<file path="src/design/fbe_pkg.sv">
`timescale 1ns / 1ps
`default_nettype none
// ----------------------------------------------------------------------------
// fbe_pkg
// Types, character constants and the per-byte encode function of the escape
// encoder.
// ----------------------------------------------------------------------------
package fbe_pkg;

  localparam int MAX_CHARS = 5;
  localparam int CNT_W     = 3;

  // encoding_mode codes
  localparam logic [1:0] MODE_BSL_ZERO = 2'd0;
  localparam logic [1:0] MODE_BSL      = 2'd1;
  localparam logic [1:0] MODE_PERCENT  = 2'd2;

  // escape_set codes
  localparam logic [1:0] SET_STRICT    = 2'd0;
  localparam logic [1:0] SET_CTRL_SP   = 2'd1;
  localparam logic [1:0] SET_CTRL      = 2'd2;

  // configuration register indexes
  localparam logic CFG_MODE = 1'b0;
  localparam logic CFG_SET  = 1'b1;

  // command codes
  localparam logic CMD_DATA = 1'b0;
  localparam logic CMD_END  = 1'b1;

  localparam logic [7:0] CH_DASH    = 8'h2d;
  localparam logic [7:0] CH_SLASH   = 8'h2f;
  localparam logic [7:0] CH_DOT     = 8'h2e;
  localparam logic [7:0] CH_UNDER   = 8'h5f;
  localparam logic [7:0] CH_PERCENT = 8'h25;
  localparam logic [7:0] CH_SPACE   = 8'h20;
  localparam logic [7:0] CH_BSLASH  = 8'h5c;
  localparam logic [7:0] CH_NL      = 8'h0a;
  localparam logic [7:0] CH_ZERO    = 8'h30;
  localparam logic [7:0] CH_NINE    = 8'h39;
  localparam logic [7:0] CH_LA      = 8'h61;

  typedef logic [MAX_CHARS-1:0][7:0] char_buf_t;

  typedef struct packed {
    logic [CNT_W-1:0] cnt;
    char_buf_t        chars;
  } enc_t;

  function automatic logic is_digit(input logic [7:0] b);
    return (b >= CH_ZERO) && (b <= CH_NINE);
  endfunction

  function automatic logic [7:0] hex_char(input logic [3:0] nib);
    return (nib < 4'd10) ? (CH_ZERO + {4'd0, nib}) : (CH_LA + {4'd0, nib} - 8'd10);
  endfunction

  function automatic logic [7:0] oct_char(input logic [2:0] d);
    return CH_ZERO + {5'd0, d};
  endfunction

  function automatic logic needs_escape(input logic [7:0] b, input logic at_start,
                                        input logic [1:0] eset);
    logic ctrl;
    logic alnum;
    logic esc;
    ctrl  = (b < 8'd32) || (b == 8'd127);
    alnum = is_digit(b) || ((b >= 8'h61) && (b <= 8'h7a)) ||
            ((b >= 8'h41) && (b <= 8'h5a));
    unique case (eset)
      SET_CTRL:    esc = ctrl;
      SET_CTRL_SP: esc = ctrl || (b == CH_SPACE);
      default:     esc = !(alnum || b == CH_SLASH || b == CH_DOT ||
                           b == CH_UNDER || b == CH_DASH);
    endcase
    return esc || ((b == CH_DASH) && at_start);
  endfunction

  // Encode one held byte into 1 to 5 characters, first character in slot 0.
  function automatic enc_t encode_byte(input logic [7:0] b, input logic digit,
                                       input logic at_start, input logic [1:0] mode,
                                       input logic [1:0] eset);
    enc_t             e;
    logic             esc;
    logic [CNT_W-1:0] n;
    esc     = needs_escape(b, at_start, eset);
    e.chars = '0;
    e.cnt   = 3'd1;
    n       = '0;
    if (mode == MODE_PERCENT) begin
      if (esc || b == CH_PERCENT) begin
        if (b == 8'd0) begin
          e.chars[0] = CH_NL;
        end else begin
          e.chars[0] = CH_PERCENT;
          e.chars[1] = hex_char(b[7:4]);
          e.chars[2] = hex_char(b[3:0]);
          e.cnt      = 3'd3;
        end
      end else begin
        e.chars[0] = b;
      end
    end else begin
      e.chars[0] = CH_BSLASH;
      e.cnt      = 3'd2;
      unique case (b)
        8'd0: begin
          e.chars[0] = CH_NL;
          e.cnt      = 3'd1;
        end
        CH_BSLASH: e.chars[1] = CH_BSLASH;
        8'd7:      e.chars[1] = 8'h61; // a
        8'd8:      e.chars[1] = 8'h62; // b
        8'd12:     e.chars[1] = 8'h66; // f
        8'd10:     e.chars[1] = 8'h6e; // n
        8'd13:     e.chars[1] = 8'h72; // r
        8'd9:      e.chars[1] = 8'h74; // t
        8'd11:     e.chars[1] = 8'h76; // v
        default: begin
          if (!esc) begin
            e.chars[0] = b;
            e.cnt      = 3'd1;
          end else begin
            n = 3'd1;
            if (mode == MODE_BSL_ZERO) begin
              e.chars[n] = CH_ZERO;
              n          = n + 3'd1;
            end
            if (digit || b >= 8'd64) begin
              e.chars[n] = oct_char({1'b0, b[7:6]});
              n          = n + 3'd1;
            end
            e.chars[n] = oct_char(b[5:3]);
            n          = n + 3'd1;
            e.chars[n] = oct_char(b[2:0]);
            e.cnt      = n + 3'd1;
          end
        end
      endcase
    end
    return e;
  endfunction

endpackage
`default_nettype wire

</file>
<file path="src/design/filename_byte_escape_encoder_top.sv">
`timescale 1ns / 1ps
`default_nettype none
// ----------------------------------------------------------------------------
// filename_byte_escape_encoder_top
// Escapes a byte stream in percent-hex or backslash-octal form.
//
// Input channel in_*: in_tdata carries the raw byte, in_tuser the command
// (0 data byte, 1 end of record). Output channel out_*: out_tdata carries one
// encoded character, out_tlast marks the final character of an input item.
// Each data byte is held until the next item arrives (one byte lookahead),
// so its characters start in the cycle after the following item is accepted.
// An item producing n characters (n <= 5) keeps the output buffer busy until
// the last of them leaves, and the next item is taken in the cycle that last
// character leaves. Items with no result (first byte of a record, end with
// nothing held) leave the output buffer empty.
// Rate is set by the single five-entry output shift buffer.
// Reset empties the buffer, drops the held byte, marks the start of a path
// component and loads encoding_mode 2, escape_set 0. When the receiver
// stalls, the buffer holds and in_tready stays low while any character is
// waiting; with the buffer empty an item is still taken.
// ----------------------------------------------------------------------------
module filename_byte_escape_encoder_top (
  input  wire logic       clk,
  input  wire logic       rst_n,
  input  wire logic       in_tvalid,
  output logic            in_tready,
  input  wire logic [7:0] in_tdata,   // [7:0] data_byte
  input  wire logic       in_tuser,   // [0] command
  output logic            out_tvalid,
  input  wire logic       out_tready,
  output logic [7:0]      out_tdata,  // [7:0] out_char
  output logic            out_tlast,  // last_of_run
  input  wire logic       cfg_wr_en,
  input  wire logic       cfg_addr,
  input  wire logic [1:0] cfg_wdata
);
  import fbe_pkg::*;

  logic [1:0]       mode_r;
  logic [1:0]       eset_r;
  logic             held_valid_r, held_valid_nxt;
  logic [7:0]       held_byte_r, held_byte_nxt;
  logic             at_start_r, at_start_nxt;
  logic [CNT_W-1:0] cnt_r, cnt_nxt;
  char_buf_t        buf_r, buf_nxt;
  logic             in_acc;
  logic             out_acc;
  logic             digit;
  enc_t             enc;

  assign in_acc  = in_tvalid && in_tready;
  assign out_acc = out_tvalid && out_tready;

  assign in_tready  = (cnt_r == '0) || ((cnt_r == CNT_W'(1)) && out_tready);
  assign out_tvalid = (cnt_r != '0);
  assign out_tdata  = buf_r[0];
  assign out_tlast  = (cnt_r == CNT_W'(1));

  assign digit = (in_tuser == CMD_DATA) && is_digit(in_tdata);
  assign enc   = encode_byte(held_byte_r, digit, at_start_r, mode_r, eset_r);

  always_comb begin
    held_valid_nxt = held_valid_r;
    held_byte_nxt  = held_byte_r;
    at_start_nxt   = at_start_r;
    cnt_nxt        = cnt_r;
    buf_nxt        = buf_r;
    if (in_acc) begin
      cnt_nxt = held_valid_r ? enc.cnt : '0;
      buf_nxt = enc.chars;
      if (in_tuser == CMD_DATA) begin
        if (held_valid_r) begin
          at_start_nxt = (held_byte_r == CH_SLASH);
        end
        held_byte_nxt  = in_tdata;
        held_valid_nxt = 1'b1;
      end else begin
        held_valid_nxt = 1'b0;
        held_byte_nxt  = '0;
        at_start_nxt   = 1'b1;
      end
    end else if (out_acc) begin
      // advance the buffer by one character
      cnt_nxt = cnt_r - CNT_W'(1);
      buf_nxt = {8'd0, buf_r[MAX_CHARS-1:1]};
    end
  end

  always_ff @(posedge clk) begin
    if (!rst_n) begin
      mode_r       <= MODE_PERCENT;
      eset_r       <= SET_STRICT;
      held_valid_r <= 1'b0;
      held_byte_r  <= '0;
      at_start_r   <= 1'b1;
      cnt_r        <= '0;
    end else begin
      if (cfg_wr_en) begin
        unique case (cfg_addr)
          CFG_MODE: mode_r <= cfg_wdata;
          CFG_SET:  eset_r <= cfg_wdata;
          default:  ;
        endcase
      end
      held_valid_r <= held_valid_nxt;
      held_byte_r  <= held_byte_nxt;
      at_start_r   <= at_start_nxt;
      cnt_r        <= cnt_nxt;
    end
  end

  always_ff @(posedge clk) begin
    buf_r <= buf_nxt;
  end

  a_cnt_range: assert property (@(posedge clk) disable iff (!rst_n)
    cnt_r <= CNT_W'(MAX_CHARS))
    else $error("output buffer count out of range");

  a_no_take_mid_item: assert property (@(posedge clk) disable iff (!rst_n)
    (cnt_r > CNT_W'(1)) |-> !in_tready)
    else $error("input taken while an earlier item still has characters pending");

  a_end_clears: assert property (@(posedge clk) disable iff (!rst_n)
    (in_acc && in_tuser == CMD_END) |=> (!held_valid_r && at_start_r))
    else $error("end of record did not reset the record state");

  a_byte_held: assert property (@(posedge clk) disable iff (!rst_n)
    (in_acc && in_tuser == CMD_DATA) |=> (held_valid_r && held_byte_r == $past(in_tdata)))
    else $error("data byte not held after acceptance");

  a_no_result_unheld: assert property (@(posedge clk) disable iff (!rst_n)
    (in_acc && !held_valid_r) |=> (cnt_r == '0))
    else $error("result produced with no byte held");

endmodule
`default_nettype wire

</file>
<file path="config.mk">
export PLATFORM = sky130hd
export DESIGN_NAME = filename_byte_escape_encoder_top
export DESIGN_NICKNAME = d
export VERILOG_FILES = /design/src/design/fbe_pkg.sv /design/src/design/filename_byte_escape_encoder_top.sv
export SDC_FILE = /design/constraint.sdc
export NUM_CORES = 1
export LEC_CHECK = 0
export ABC_AREA = 1
export BUFFER_PORTS_ARGS = -buffer_cell sky130_fd_sc_hd__buf_2
export CORE_MARGIN = 2
export CORE_UTILIZATION = 40
export CTS_BUF_LIST = sky130_fd_sc_hd__clkbuf_4
export CTS_CLUSTER_DIAMETER = 30
export DETAILED_ROUTE_END_ITERATION = 16
export PLACE_DENSITY = 0.64
export SLEW_MARGIN = 20
export SYNTH_ARGS = -nofsm -noshare
export SYNTH_HDL_FRONTEND = slang
export SYNTH_SLANG_ARGS = --single-unit
</file>
<file path="constraint.sdc">
create_clock -name clk -period 5.9 [get_ports clk]
set_clock_uncertainty 0.05 [all_clocks]
set_input_delay 1.77 -clock clk [delete_from_list [all_inputs] [get_ports clk]]
set_output_delay 1.77 -clock clk [all_outputs]
set_load 0.01 [all_outputs]
</file>
==> flow_metrics.py <==
metrics = {
    "status": {
        "status": "finished, final reports clean",
    },
    "clock_network": {
        "post-cts-setup-buffers": 0,
        "tritoncts": "built",
        "clkSinkCount": 47,
        "clockBufferDepth": 2,
        "numCtsBuffers": 5,
        "cts.clk_slew.worst_paths_ns": 0.14,
        "htreeDepth": 2,
        "clock_latency_ns": 0.37,
        "hold_buffers": 0,
        "cts_resized": 0,
        "cts-root-buf": "clkbuf_4",
    },
    "drt": {
        "routedWlPerCell_um": 16.2,
        "first_pass_iters": 5,
        "routed_wl_um": 9540,
        "drt-initial-drc-count": 203,
        "drtAntennaViolNets": 0,
        "drc": 0,
        "num_vias": 3240,
        "via_per_inst": 5.50,
    },
    "grt": {
        "grt_pass1_vias": 3148,
        "grt_usage_pct": 22.5,
        "grt_max_degree": 42,
        "grt_pass1_wl_um": 15800,
        "grt_overflow": 0,
        "antenna_found_initial": 0,
    },
    "finish": {
        "nets": 520,
        "drive_gt1_share_pct": 12.4,
        "instances_no_fill": 589,
        "nFillCells": 849,
        "synthToLayoutAreaGrowth_pct": 6.15,
        "diodes": 0,
    },
    "critical_path": {
        "r2r-end": "out_tdata[1]$_DFFE_PP_",
        "worstSetupEndpointType": "output pin",
        "required_ns": 4.08,
        "endpoint": "in_tready",
        "rrSetupSlack_ns": 2.70,
        "rr_worst_depth": 15,
        "critPathMaxFanout": 2,
        "startpoint_type": "primary input",
        "path_class": "in -> out",
        "reg2reg_from": "held_byte_r[4]$_SDFFE_PN0P_",
        "critPathArrivalTime_ns": 2.12,
        "cp-startpoint": "out_tready",
    },
    "synthesis": {
        "ys_ff_latch": 47,
        "async_reset_ff_share_pct": 0,
        "synth.area.top_cells": "edfxtp_1, nand2_1, dfxtp_1",
        "avgSynthCellArea_sq_um": 7.26,
        "yosys_most_used_dff": "edfxtp_1",
        "yosys_warnings": 0,
        "syn_area_sq_um": 3400,
        "netlist_instances": 468,
        "synth-seq-area-share_pct": 36.5,
        "yosysTopAreaCellShare_pct": 26.5,
        "yosys.area.top_type": "edfxtp_1",
        "yosysUniqueCellTypes": 34,
        "synth-edff-count": 30,
        "synth_nets": 505,
    },
    "floorplanning": {
        "num_io_pins": 28,
        "std_cell_rows": 33,
        "die_y_um": 96.2,
        "core_sq_um": 8220,
        "start_util_pct": 41.4,
        "die_area_sq_um": 9250,
        "die_x_um": 96.2,
    },
    "power_and_ir_drop": {
        "power_density_nw_per_um2": 426,
        "power_mw": 1.54,
        "p_leak_nw": 1.62,
        "ir_drop_uv": 473,
    },
    "place": {
        "placedCellCount": 581,
        "dp_hpwl_um": 7080,
        "routabilityCongestion": 0.957,
        "port_buffers": 27,
        "dpl_worst_slack_ns": 1.90,
    },
    "timing": {
        "rsz0062_at_grt": "no",
        "fmax_mhz": 254,
        "setup_viol": 0,
        "maxSlewHeadroom_pct": 51.6,
        "setup_tns_ns": 0,
        "fin_ws_ns": 1.96,
        "period_share_pct": 66.8,
        "min_period_ns": 3.94,
        "tightest_slew_ns": 0.726,
        "slew_violations": 0,
        "hold_viol": 0,
    },
    "flow_run": {
        "drv_cap": 0,
    },
    "min_path": {
        "hp-class": "reg -> reg",
        "hold_path_startpoint": "held_valid_r$_SDFFE_PN0P_",
    },
}
## flip-flops by register name (all words and copies together) (netlist names)
signal	count
buf_r	22
held_byte_r	8
out_tdata	8
cnt_r	3
eset_r	2
mode_r	2
at_start_r	1
held_valid_r	1
## logic make-up (layout without fill, tap and decap cells)
| kind of cell | after synthesis | in the layout | share of synthesized area (%) |
|---|---|---|---|
| xor gates and xnor gates | 1 | 1 | 0.258 |
| AOI/OAI and AO/OA | 89 | 89 | 14.4 |
| DFF | 47 | 47 | 36.5 |
| and+or+nand+nor | 232 | 232 | 31.0 |
| buffers and inverters | 78 | 94 | 10.2 |
| muxes | 1 | 1 | 0.295 |
| adders and majority gates | 20 | 20 | 7.36 |
## placed cells by master, fill, tap and decap left out, types with 2 or more instances in the layout
cell      count
nor2_2        3
nand3_4       2
nand2_2       3
a22oi_1       2
clkbuf_4      5
nand3_1      45
o21ai_2       5
buf_4         2
nand4_1      11
nor3_1        9
a21oi_1      34
o211ai_1      5
clkinv_1      5
o22ai_1       3
nand2_4       3
inv_1        47
inv_2         6
buf_2        27
edfxtp_1     30
nand2_1     108
dfxtp_1      17
nor2_1       45
ha_1         20
o21ai_0      37
## worst max-delay path: stages
cell,delay [ns]
buf_2,0.10
nand2_1,0.05
nand2_1,0.05
buf_2,0.14
## power by group
group	internal, mW	switching [mW]	leakage [nW]	total [mW]
Clock	0.0458	0.111	0.0292	0.157
Combinational	0.234	0.547	1.16	0.781
Sequential	0.539	0.0613	0.439	0.601
## cell type report
class | count | area, sq um | share of cell area [%]
Multi-Input combinational cell | 343 | 1820 | 50.3
Sequential cell | 47 | 1240 | 34.4
Inverter | 57 | 214 | 5.93
Timing Repair Buffer | 29 | 150 | 4.16
Tap cell | 105 | 131 | 3.64
Clock buffer | 5 | 37.5 | 1.04
Clock inverter | 3 | 17.5 | 0.486
## cells in the mapped netlist (3+ instances only)
library cell and number:
o21ai_0 38, o22ai_1 3, buf_2 3, ha_1 20, dfxtp_1 17, o21ai_2 4
nor2_1 45, buf_4 9, nor3_1 9, edfxtp_1 30, a21oi_1 34, inv_2 6
nand2_1 108, nand4_1 11, nand2_2 3, clkbuf_1 5, inv_1 47, nor2_2 3
o211ai_1 5, nand3_1 45, clkinv_1 4, nand2_4 3
## per-layer routing
metal / vias up / GRT usage (%) / part of all wire, %
met4: 0 / 9.76 / 3.5
met3: 25 / 3.99 / 6.3
met2: 152 / 36.7 / 46
met1: 1476 / 28.9 / 44
met5: - / 0 / 0
li1: 1587 / - / -
## stage by stage
step	cell area [sq um]	utilization, %	hold WS, ns
final	3610	43.9	0.415
after global routing	3610	43.9	0.427
after CTS	3610	43.9	0.417
after detailed placement	3550	43.2	0.396
after global placement	3550	43.2	0.391
after floorplan	3400	-	0.382
## how the worst min path moves through the flow
stage | slack, ns | end | cells past startpoint
global route | 0.43 | held_valid_r$_SDFFE_PN0P_ | 2
CTS | 0.42 | held_valid_r$_SDFFE_PN0P_ | 2
floorplan | 0.38 | held_valid_r$_SDFFE_PN0P_ | 2
global placement | 0.39 | held_valid_r$_SDFFE_PN0P_ | 2
finish | 0.41 | held_valid_r$_SDFFE_PN0P_ | 2
detailed placement | 0.40 | held_valid_r$_SDFFE_PN0P_ | 2
(Power assumes the default switching activity.)
